## src/sv/bpfsa_pkg.sv

```systemverilog
`timescale 1ns / 1ps
`default_nettype none
// ----------------------------------------------------------------------------
// bpfsa_pkg
// types, codes, microcode table and bank arithmetic for the page allocator
// ----------------------------------------------------------------------------
package bpfsa_pkg;

  localparam int unsigned BankShift = 14;
  localparam int unsigned Slots     = 3;

  typedef enum logic [1:0] {
    CMD_ADD    = 2'd0,
    CMD_FREE   = 2'd1,
    CMD_ALLOC  = 2'd2,
    CMD_RESIZE = 2'd3
  } cmd_e;

  typedef enum logic [1:0] {
    ST_OK     = 2'd0,
    ST_NOPAGE = 2'd1,
    ST_OVER   = 2'd2,
    ST_TOOBIG = 2'd3
  } status_e;

  typedef enum logic [1:0] {
    CFG_PROGRAM_BASE = 2'd0,
    CFG_MAP_BASE     = 2'd1,
    CFG_STASH_BYTES  = 2'd2
  } cfg_idx_e;

  typedef enum logic [2:0] {
    ACT_IDLE,
    ACT_HAVE,
    ACT_WANT,
    ACT_PLAN,
    ACT_TEST,
    ACT_OP,
    ACT_POPWR,
    ACT_FINISH
  } act_e;

  typedef enum logic [2:0] {
    JC_NEVER,
    JC_ALWAYS,
    JC_NO_ACCEPT,
    JC_DONE,
    JC_PUSH,
    JC_OUT_BUSY
  } jcond_e;

  typedef struct packed {
    act_e       act;
    jcond_e     cond;
    logic [2:0] target;
  } uword_t;

  localparam logic [2:0] StepIdle   = 3'd0;
  localparam logic [2:0] StepTest   = 3'd4;
  localparam logic [2:0] StepFinish = 3'd7;

  // microprogram; a step that does not jump falls through, the last wraps to idle
  function automatic uword_t ucode(logic [2:0] step);
    uword_t w;
    unique case (step)
      3'd0:    w = '{act: ACT_IDLE,   cond: JC_NO_ACCEPT, target: StepIdle};
      3'd1:    w = '{act: ACT_HAVE,   cond: JC_NEVER,     target: StepIdle};
      3'd2:    w = '{act: ACT_WANT,   cond: JC_NEVER,     target: StepIdle};
      3'd3:    w = '{act: ACT_PLAN,   cond: JC_NEVER,     target: StepIdle};
      3'd4:    w = '{act: ACT_TEST,   cond: JC_DONE,      target: StepFinish};
      3'd5:    w = '{act: ACT_OP,     cond: JC_PUSH,      target: StepTest};
      3'd6:    w = '{act: ACT_POPWR,  cond: JC_ALWAYS,    target: StepTest};
      3'd7:    w = '{act: ACT_FINISH, cond: JC_OUT_BUSY,  target: StepFinish};
      default: w = '{act: ACT_IDLE,   cond: JC_NEVER,     target: StepIdle};
    endcase
    return w;
  endfunction

  // banks needed for a top address, 1 to 4
  function automatic logic [2:0] banks_for(logic [15:0] top, logic [11:0] stash,
                                           logic [15:0] base);
    logic [15:0] v;
    v = top + {4'd0, stash} - base - 16'd1;
    return {1'b0, v[15:BankShift]} + 3'd1;
  endfunction

endpackage
`default_nettype wire

```

## src/sv/bank_page_free_stack_allocator_top.sv

```systemverilog
`timescale 1ns / 1ps
`default_nettype none
// after accept: have, want and plan steps, then a test step; a push adds an op step,
// a pop an op and a pop write step, then finish; a stalled result holds the last step until taken
// one item is in work at a time; the next item is taken once the result is registered
// the microcode step counter sets the rate: one control word per cycle
// reset: async active low; clears the step counter, stack pointer, output valid
// and the registers (stash_bytes to 512); stack entries are undefined until pushed
// ----------------------------------------------------------------------------
// bank_page_free_stack_allocator_top
// free page stack allocator driven by a microcoded sequencer
// ----------------------------------------------------------------------------
module bank_page_free_stack_allocator_top #(
  parameter int unsigned MAX_FREE_PAGES = 16
) (
  input  wire logic        clk_i,
  input  wire logic        rst_ni,
  input  wire logic        cfg_we_i,
  input  wire logic [1:0]  cfg_idx_i,
  input  wire logic [15:0] cfg_data_i,
  input  wire logic        s_axis_tvalid,
  output logic             s_axis_tready,
  // new_page, slot_low, slot_mid, slot_top, program_top, new_size
  input  wire logic [63:0] s_axis_tdata,
  // cmd
  input  wire logic [1:0]  s_axis_tuser,
  output logic             m_axis_tvalid,
  input  wire logic        m_axis_tready,
  // out_low, out_mid, out_top, vectors_update, free_count, zero pad
  output logic [39:0]      m_axis_tdata,
  // status
  output logic [1:0]       m_axis_tuser
);

  localparam int unsigned AW = (MAX_FREE_PAGES > 1) ? $clog2(MAX_FREE_PAGES) : 1;
  localparam logic [7:0] MaxFree = 8'(MAX_FREE_PAGES);

  logic [7:0] free_pages [MAX_FREE_PAGES];

  logic [2:0]  step_q, step_d;
  logic [7:0]  ptr_q, ptr_d;
  logic        out_valid_q, out_valid_d;
  logic [15:0] program_base_q, map_base_q;
  logic [11:0] stash_bytes_q;

  bpfsa_pkg::cmd_e    cmd_q;
  bpfsa_pkg::status_e status_q;
  logic [7:0]  npage_q;
  logic [7:0]  s_q [bpfsa_pkg::Slots];
  logic [15:0] ptop_q, nsize_q, sum_q;
  logic [2:0]  have_q, want_q;
  logic [2:0]  mask_q;
  logic        pop_q, vec_q;
  logic [1:0]  j_q;
  logic [7:0]  rdata_q;
  logic [39:0] out_data_q;
  logic [1:0]  out_user_q;

  bpfsa_pkg::uword_t uw;
  logic        accept, out_free, jump;
  logic [1:0]  j;
  logic [7:0]  push_data;
  logic [7:0]  room;

  bpfsa_pkg::status_e p_status;
  logic [2:0]  p_mask, p_lo, p_hi, fm;
  logic        p_pop, p_vec;
  logic [1:0]  fcnt;
  logic [7:0]  f_mid, f_top;

  assign uw            = bpfsa_pkg::ucode(step_q);
  assign s_axis_tready = (uw.act == bpfsa_pkg::ACT_IDLE);
  assign accept        = s_axis_tvalid && s_axis_tready;
  assign out_free      = !out_valid_q || m_axis_tready;
  assign room          = MaxFree - ptr_q;
  assign j             = mask_q[0] ? 2'd0 : (mask_q[1] ? 2'd1 : 2'd2);
  assign push_data     = (cmd_q == bpfsa_pkg::CMD_ADD) ? npage_q : s_q[j];

  // jump condition
  always_comb begin
    case (uw.cond)
      bpfsa_pkg::JC_ALWAYS:    jump = 1'b1;
      bpfsa_pkg::JC_NO_ACCEPT: jump = !accept;
      bpfsa_pkg::JC_DONE:      jump = (status_q != bpfsa_pkg::ST_OK) || (mask_q == 3'd0);
      bpfsa_pkg::JC_PUSH:      jump = !pop_q;
      bpfsa_pkg::JC_OUT_BUSY:  jump = !out_free;
      default:                 jump = 1'b0;
    endcase
    step_d = jump ? uw.target : step_q + 3'd1;
  end

  // command planning: status, slots touched and direction
  always_comb begin
    p_status = bpfsa_pkg::ST_OK;
    p_pop    = 1'b0;
    p_vec    = 1'b0;
    p_lo     = 3'd0;
    p_hi     = 3'd0;
    fm       = {s_q[2] != s_q[1], s_q[1] != s_q[0], 1'b1};
    fcnt     = 2'd1 + {1'b0, fm[1]} + {1'b0, fm[2]};
    p_mask   = 3'd0;
    case (cmd_q)
      bpfsa_pkg::CMD_ADD: begin
        if (room == 8'd0) p_status = bpfsa_pkg::ST_OVER;
        else p_hi = 3'd1;
      end
      bpfsa_pkg::CMD_FREE: begin
        if ({6'd0, fcnt} > room) p_status = bpfsa_pkg::ST_OVER;
      end
      bpfsa_pkg::CMD_ALLOC: begin
        if (have_q > 3'd3) p_status = bpfsa_pkg::ST_TOOBIG;
        else if ({5'd0, have_q} > ptr_q) p_status = bpfsa_pkg::ST_NOPAGE;
        else begin
          p_pop = 1'b1;
          p_hi  = have_q;
        end
      end
      default: begin
        if (have_q > 3'd3 || want_q > 3'd3) p_status = bpfsa_pkg::ST_TOOBIG;
        else if (have_q > want_q) begin
          if ({5'd0, have_q - want_q} > room) p_status = bpfsa_pkg::ST_OVER;
          else begin
            p_lo  = want_q - 3'd1;
            p_hi  = have_q - 3'd1;
            p_vec = (want_q == 3'd1);
          end
        end else if (want_q > have_q) begin
          if ({5'd0, want_q - have_q} > ptr_q) p_status = bpfsa_pkg::ST_NOPAGE;
          else begin
            p_pop = 1'b1;
            p_lo  = have_q - 3'd1;
            p_hi  = want_q - 3'd1;
            p_vec = 1'b1;
          end
        end
      end
    endcase
    for (int k = 0; k < 3; k++) begin
      p_mask[k] = (3'(k) >= p_lo) && (3'(k) < p_hi);
    end
    if (cmd_q == bpfsa_pkg::CMD_FREE && p_status == bpfsa_pkg::ST_OK) p_mask = fm;
  end

  // repeat the last popped page into the slots above an allocation
  always_comb begin
    f_mid = s_q[1];
    f_top = s_q[2];
    if (cmd_q == bpfsa_pkg::CMD_ALLOC && status_q == bpfsa_pkg::ST_OK) begin
      if (have_q < 3'd2) f_mid = s_q[0];
      if (have_q < 3'd3) f_top = f_mid;
    end
  end

  always_comb begin
    ptr_d       = ptr_q;
    out_valid_d = out_valid_q;
    if (m_axis_tready) out_valid_d = 1'b0;
    if (uw.act == bpfsa_pkg::ACT_FINISH && out_free) out_valid_d = 1'b1;
    if (uw.act == bpfsa_pkg::ACT_OP) begin
      ptr_d = pop_q ? ptr_q - 8'd1 : ptr_q + 8'd1;
    end
  end

  always_ff @(posedge clk_i or negedge rst_ni) begin
    if (!rst_ni) begin
      step_q         <= bpfsa_pkg::StepIdle;
      ptr_q          <= 8'd0;
      out_valid_q    <= 1'b0;
      program_base_q <= 16'd0;
      map_base_q     <= 16'd0;
      stash_bytes_q  <= 12'd512;
    end else begin
      step_q      <= step_d;
      ptr_q       <= ptr_d;
      out_valid_q <= out_valid_d;
      if (cfg_we_i) begin
        unique case (cfg_idx_i)
          bpfsa_pkg::CFG_PROGRAM_BASE: program_base_q <= cfg_data_i;
          bpfsa_pkg::CFG_MAP_BASE:     map_base_q     <= cfg_data_i;
          bpfsa_pkg::CFG_STASH_BYTES:  stash_bytes_q  <= cfg_data_i[11:0];
          default: ;
        endcase
      end
    end
  end

  // datapath
  always_ff @(posedge clk_i) begin
    case (uw.act)
      bpfsa_pkg::ACT_IDLE: begin
        if (accept) begin
          cmd_q   <= bpfsa_pkg::cmd_e'(s_axis_tuser);
          npage_q <= s_axis_tdata[7:0];
          s_q[0]  <= s_axis_tdata[15:8];
          s_q[1]  <= s_axis_tdata[23:16];
          s_q[2]  <= s_axis_tdata[31:24];
          ptop_q  <= s_axis_tdata[47:32];
          nsize_q <= s_axis_tdata[63:48];
        end
      end
      bpfsa_pkg::ACT_HAVE: begin
        have_q <= bpfsa_pkg::banks_for(ptop_q, stash_bytes_q, program_base_q);
        sum_q  <= nsize_q + map_base_q;
      end
      bpfsa_pkg::ACT_WANT: begin
        want_q <= bpfsa_pkg::banks_for(sum_q, stash_bytes_q, program_base_q);
      end
      bpfsa_pkg::ACT_PLAN: begin
        status_q <= p_status;
        mask_q   <= p_mask;
        pop_q    <= p_pop;
        vec_q    <= p_vec;
      end
      bpfsa_pkg::ACT_OP: begin
        mask_q[j] <= 1'b0;
        j_q       <= j;
        if (pop_q) begin
          rdata_q <= free_pages[ptr_d[AW-1:0]];
        end else begin
          free_pages[ptr_q[AW-1:0]] <= push_data;
          if (cmd_q == bpfsa_pkg::CMD_RESIZE) s_q[j] <= s_q[2];
        end
      end
      bpfsa_pkg::ACT_POPWR: begin
        s_q[j_q] <= rdata_q;
      end
      bpfsa_pkg::ACT_FINISH: begin
        if (out_free) begin
          out_user_q <= status_q;
          out_data_q <= {7'd0, ptr_q, vec_q, f_top, f_mid, s_q[0]};
        end
      end
      default: ;
    endcase
  end

  assign m_axis_tvalid = out_valid_q;
  assign m_axis_tdata  = out_data_q;
  assign m_axis_tuser  = out_user_q;

endmodule
`default_nettype wire

```

## config.mk

```make
export PLATFORM = sky130hd
export DESIGN_NAME = bank_page_free_stack_allocator_top
export DESIGN_NICKNAME = d
export VERILOG_FILES = /design/src/sv/bpfsa_pkg.sv /design/src/sv/bank_page_free_stack_allocator_top.sv
export SDC_FILE = /design/constraint.sdc
export NUM_CORES = 1
export LEC_CHECK = 0
export BUFFER_PORTS_ARGS = -buffer_cell sky130_fd_sc_hd__buf_2
export CELL_PAD_IN_SITES_DETAIL_PLACEMENT = 0
export CELL_PAD_IN_SITES_GLOBAL_PLACEMENT = 2
export CORE_ASPECT_RATIO = 2
export CORE_UTILIZATION = 43
export DETAILED_ROUTE_END_ITERATION = 6
export GPL_ROUTABILITY_DRIVEN = 0
export HOLD_SLACK_MARGIN = 0.02
export PLACE_DENSITY_LB_ADDON = 0.1
export SYNTH_ARGS = -nofsm -noshare
export SYNTH_HDL_FRONTEND = slang
export SYNTH_SLANG_ARGS = --single-unit
```

## constraint.sdc

```tcl
create_clock -name clk_i -period 4.5 [get_ports clk_i]
set_clock_uncertainty 0.05 [all_clocks]
set_input_delay 0.225 -clock clk_i [delete_from_list [all_inputs] [get_ports clk_i]]
set_output_delay 0.225 -clock clk_i [all_outputs]
set_load 0.05 [all_outputs]
```

==> impl_results.md <==
* Buf/Inv on CP at 2
* Clock sink count at 324
* Multiplexer share of the synthesized area at 12.3%
* Largest net degree at the start of global routing at 57
* Vias in the first global route at 10400
* Pwr dens at 607 mW/mm^2
* Commonest cells in the netlist: 268 x edfxtp_1, 118 x inv_1, 94 x ha_1
* Die Wd at 139 microns
* Ports at 133
* Grt total ovfl at 0
* Largest family of logic cells by synthesized area: multiplexers
* Reg clk slew, reported paths at 0.07 ns
* # DRC at 10
* WHS at 0.151 ns
* Worst slew pin tran at 1.21 ns
* DR pass1 iterations at 6
* Failing checks: design-rule violations
* First-pass GRT wire length at 56000 microns
* Area delta synth->final at 20.0%
* Largest vdd supply drop at 370 uV
* P_leak at 7.72 nW
* Antenna Violating Nets Remaining at 0
* Synth warn at 0
* Clock buffer count from CTS at 31
* DIE AREA at 0.0382 sq mm
* Register area share after synthesis at 58.8%
* Number of synthesized register bits at 324
* Rows at 99
* Max Slew Vio Count at 0
* Synth Area in XOR/XNOR at 2.73%
* Post-synthesis average cell area at 14.1 sq um
* Port bufs at 125
* Most numerous cell in the Yosys netlist: edfxtp_1
* Outcome: complete, but fails checks
* Resize count post-CTS at 0
* TNS Setup at 0 ns
* Worst Path Arrival at 4.18 ns
* Reg area at 0.00945 sq mm
* Fin crit share at 84.3%
* Initial Util at 43.8%
* CP startpoint kind: flip-flop
* Post-Layout Inst Area at 0.0193 sq mm
* Adder-Cell Fraction of Synth Area at 10.6%
* Worst-path fanout max at 6
* Net count, final at 1589
* Initial antenna violation count at 0
* Layout cells sized above 1 at 24.1%
* Synth Area in Simple Gates at 6.11%
* N_diodes at 0
* Vias per std cell at 5.16
* Tmin final at 3.79 ns
* Number of fill cells at 3167
* Max Clk Rate at 264 MHz
* MaxCap Viol Count at 0
* Post-DP Area at 0.0174 sq mm
* Post-synth ARST share at 17.3%
* Share of the synthesized area in the top cell type at 50.1%
* Top cell family by delay on the critical path: simple AND/OR/NAND/NOR gates
* Routed via count at 9585
* RSZ-0062 raised after global routing: false
* Synth top area cells: edfxtp_1 50%, dfrtp_1 8.6%, ha_1 7.3%, mux2_2 6.2%, mux4_2 4.5%
* Top_reg_cell synth: edfxtp_1
* Post-Route WL at 36100 microns
* # setup viols final at 0
* Area of the multi-input gates at 0.00608 sq mm
* Crit-path max cell delay at 0.73 ns
* Post-DP HPWL at 27100 microns
* Clock Tree Root: clkbuf_16
* Initial drt markers at 289
* EDFF count, synth at 268
* GR Util All Layers at 19.5%
* CTS tree: built
* Critical Path Sink Type: flip-flop
* Type of the worst min-delay path: input port to flip-flop
* WL per Instance at 19.4 microns
* Synth area leader: edfxtp_1
* CTS Buffer Depth at 3
* CP required at 4.89 ns
* Die height at 275 microns
* Crit-path cells: inv_1 -> ha_1 -> inv_1 -> fa_1 -> ha_1 -> nor2b_1 -> o21ai_1 -> a211oi_2 -> or4_2 -> nor2_2 -> a222oi_1 -> a221o_1 -> a21oi_1
* Core Footprint at 0.0367 sq mm
* Relative slew slack at 18.5%
* Mapped Area at 0.0161 sq mm
* Slowest CP cell: or4_2
* CP Class: flip-flop to flip-flop
* Post-synthesis cell type count at 72
* H-tree depth at 1
* Post-Synthesis Cells at 1137
* Final Hold Fails at 0
* Post-synthesis compound-gate area fraction at 5.68%
* Clock Latency Late Sink at 0.59 ns
* Power, Total at 11.7 mW
path summary, 6_finish.rpt:
check / end / cells after the start / slack, ns / from
worst max-delay path: mask_q[0]$_DFFE_PP_ / 13 / 0.71 / want_q[0]$_DFFE_PN_
worst min-delay path: program_base_q[13]$_DFFE_PN0P_ / 4 / 0.15 / cfg_idx_i[0]
worst max register to register: mask_q[0]$_DFFE_PP_ / 13 / 0.71 / want_q[0]$_DFFE_PN_
worst min register to register: m_axis_tdata[24]$_DFFE_PP_ / 0 / 0.37 / vec_q$_SDFFCE_PP0N_
max in group asynchronous: ptr_q[5]$_DFFE_PN0P_ / 3 / 3.50 / rst_ni
min in group asynchronous: stash_bytes_q[0]$_DFFE_PN0P_ / 3 / 0.32 / rst_ni
power by group:
group	switching, mW	internal, mW
registers	0.362	4.01
logic	2.67	1.99
clock network	1.14	1.54
cells in the final DEF, fill, tap and decap left out, types with 26 or more instances in the layout:
cell type,instances
a21oi_1,32
buf_2,125
clkbuf_16,32
dfrtp_1,55
dlygate4sd3_1,85
edfxtp_1,268
fa_1,26
ha_1,94
inv_1,117
mux2_2,88
mux4_2,32
nand2_1,65
nor2_1,44
o21ai_0,35
xnor2_1,39
layer usage:
layer	share of wire [%]	vias up	global-route usage, %
li1	-	4629	-
met1	34	4708	18.0
met2	60	182	41.9
met3	2.5	66	1.96
met4	3.6	0	8.19
met5	0	-	0
worst register-to-register path, cell delays in order, from the launching register on:
cell,delay (ns)
edfxtp_1,0.50
inv_1,0.15
ha_1,0.17
inv_1,0.06
fa_1,0.45
ha_1,0.30
nor2b_1,0.14
o21ai_1,0.15
a211oi_2,0.12
or4_2,0.73
nor2_2,0.19
a222oi_1,0.15
a221o_1,0.36
a21oi_1,0.14
kinds of logic (layout without fill, tap and decap cells):
family	count (synthesis)	count (layout)
compound gates	144	144
fa+ha+maj	120	120
mux	147	147
other cells	1	7
flops	324	324
buf+inv	152	414
simple gates	199	199
xor+xnor	50	50
layout make-up:
class	instances	share of cell area, %
sequential	324	49.0
multi-input combinational	667	31.5
tap	454	2.95
clock buffer	41	4.54
clock inverter	17	0.921
timing repair buffer	236	8.73
inverter	120	2.34
sequential cells by signal, indices dropped and copies added (netlist names), 2 cells and up:
signal and flops:
mask_q 3, status_q 2, ptr_q 8, m_axis_tuser 2, nsize_q 16, npage_q 8
ptop_q 16, want_q 3, j_q 2, cmd_q 2, rdata_q 8, have_q 3
stash_bytes_q 12, s_q 24, program_base_q 16, m_axis_tdata 33, step_q 3, map_base_q 16
free_pages 128, sum_q 16
stage by stage:
stage / utilization, % / setup WS [ns] / std cells
floorplan: - / 1.07 / 1143
finish: 52.6 / 0.707 / 1859
detailed placement: 47.4 / 0.716 / 1716
global route: 52.6 / 0.415 / 1859
CTS: 52.6 / 0.708 / 1859
global placement: 47.4 / 0.786 / 1716
what timing repair did:
action,4_1_cts,5_1_grt
setup endpoints to repair,0,0
hold buffers,85,0
buffers inserted,0,0
hold endpoints to repair,169,0
(Power assumes the default switching activity.)
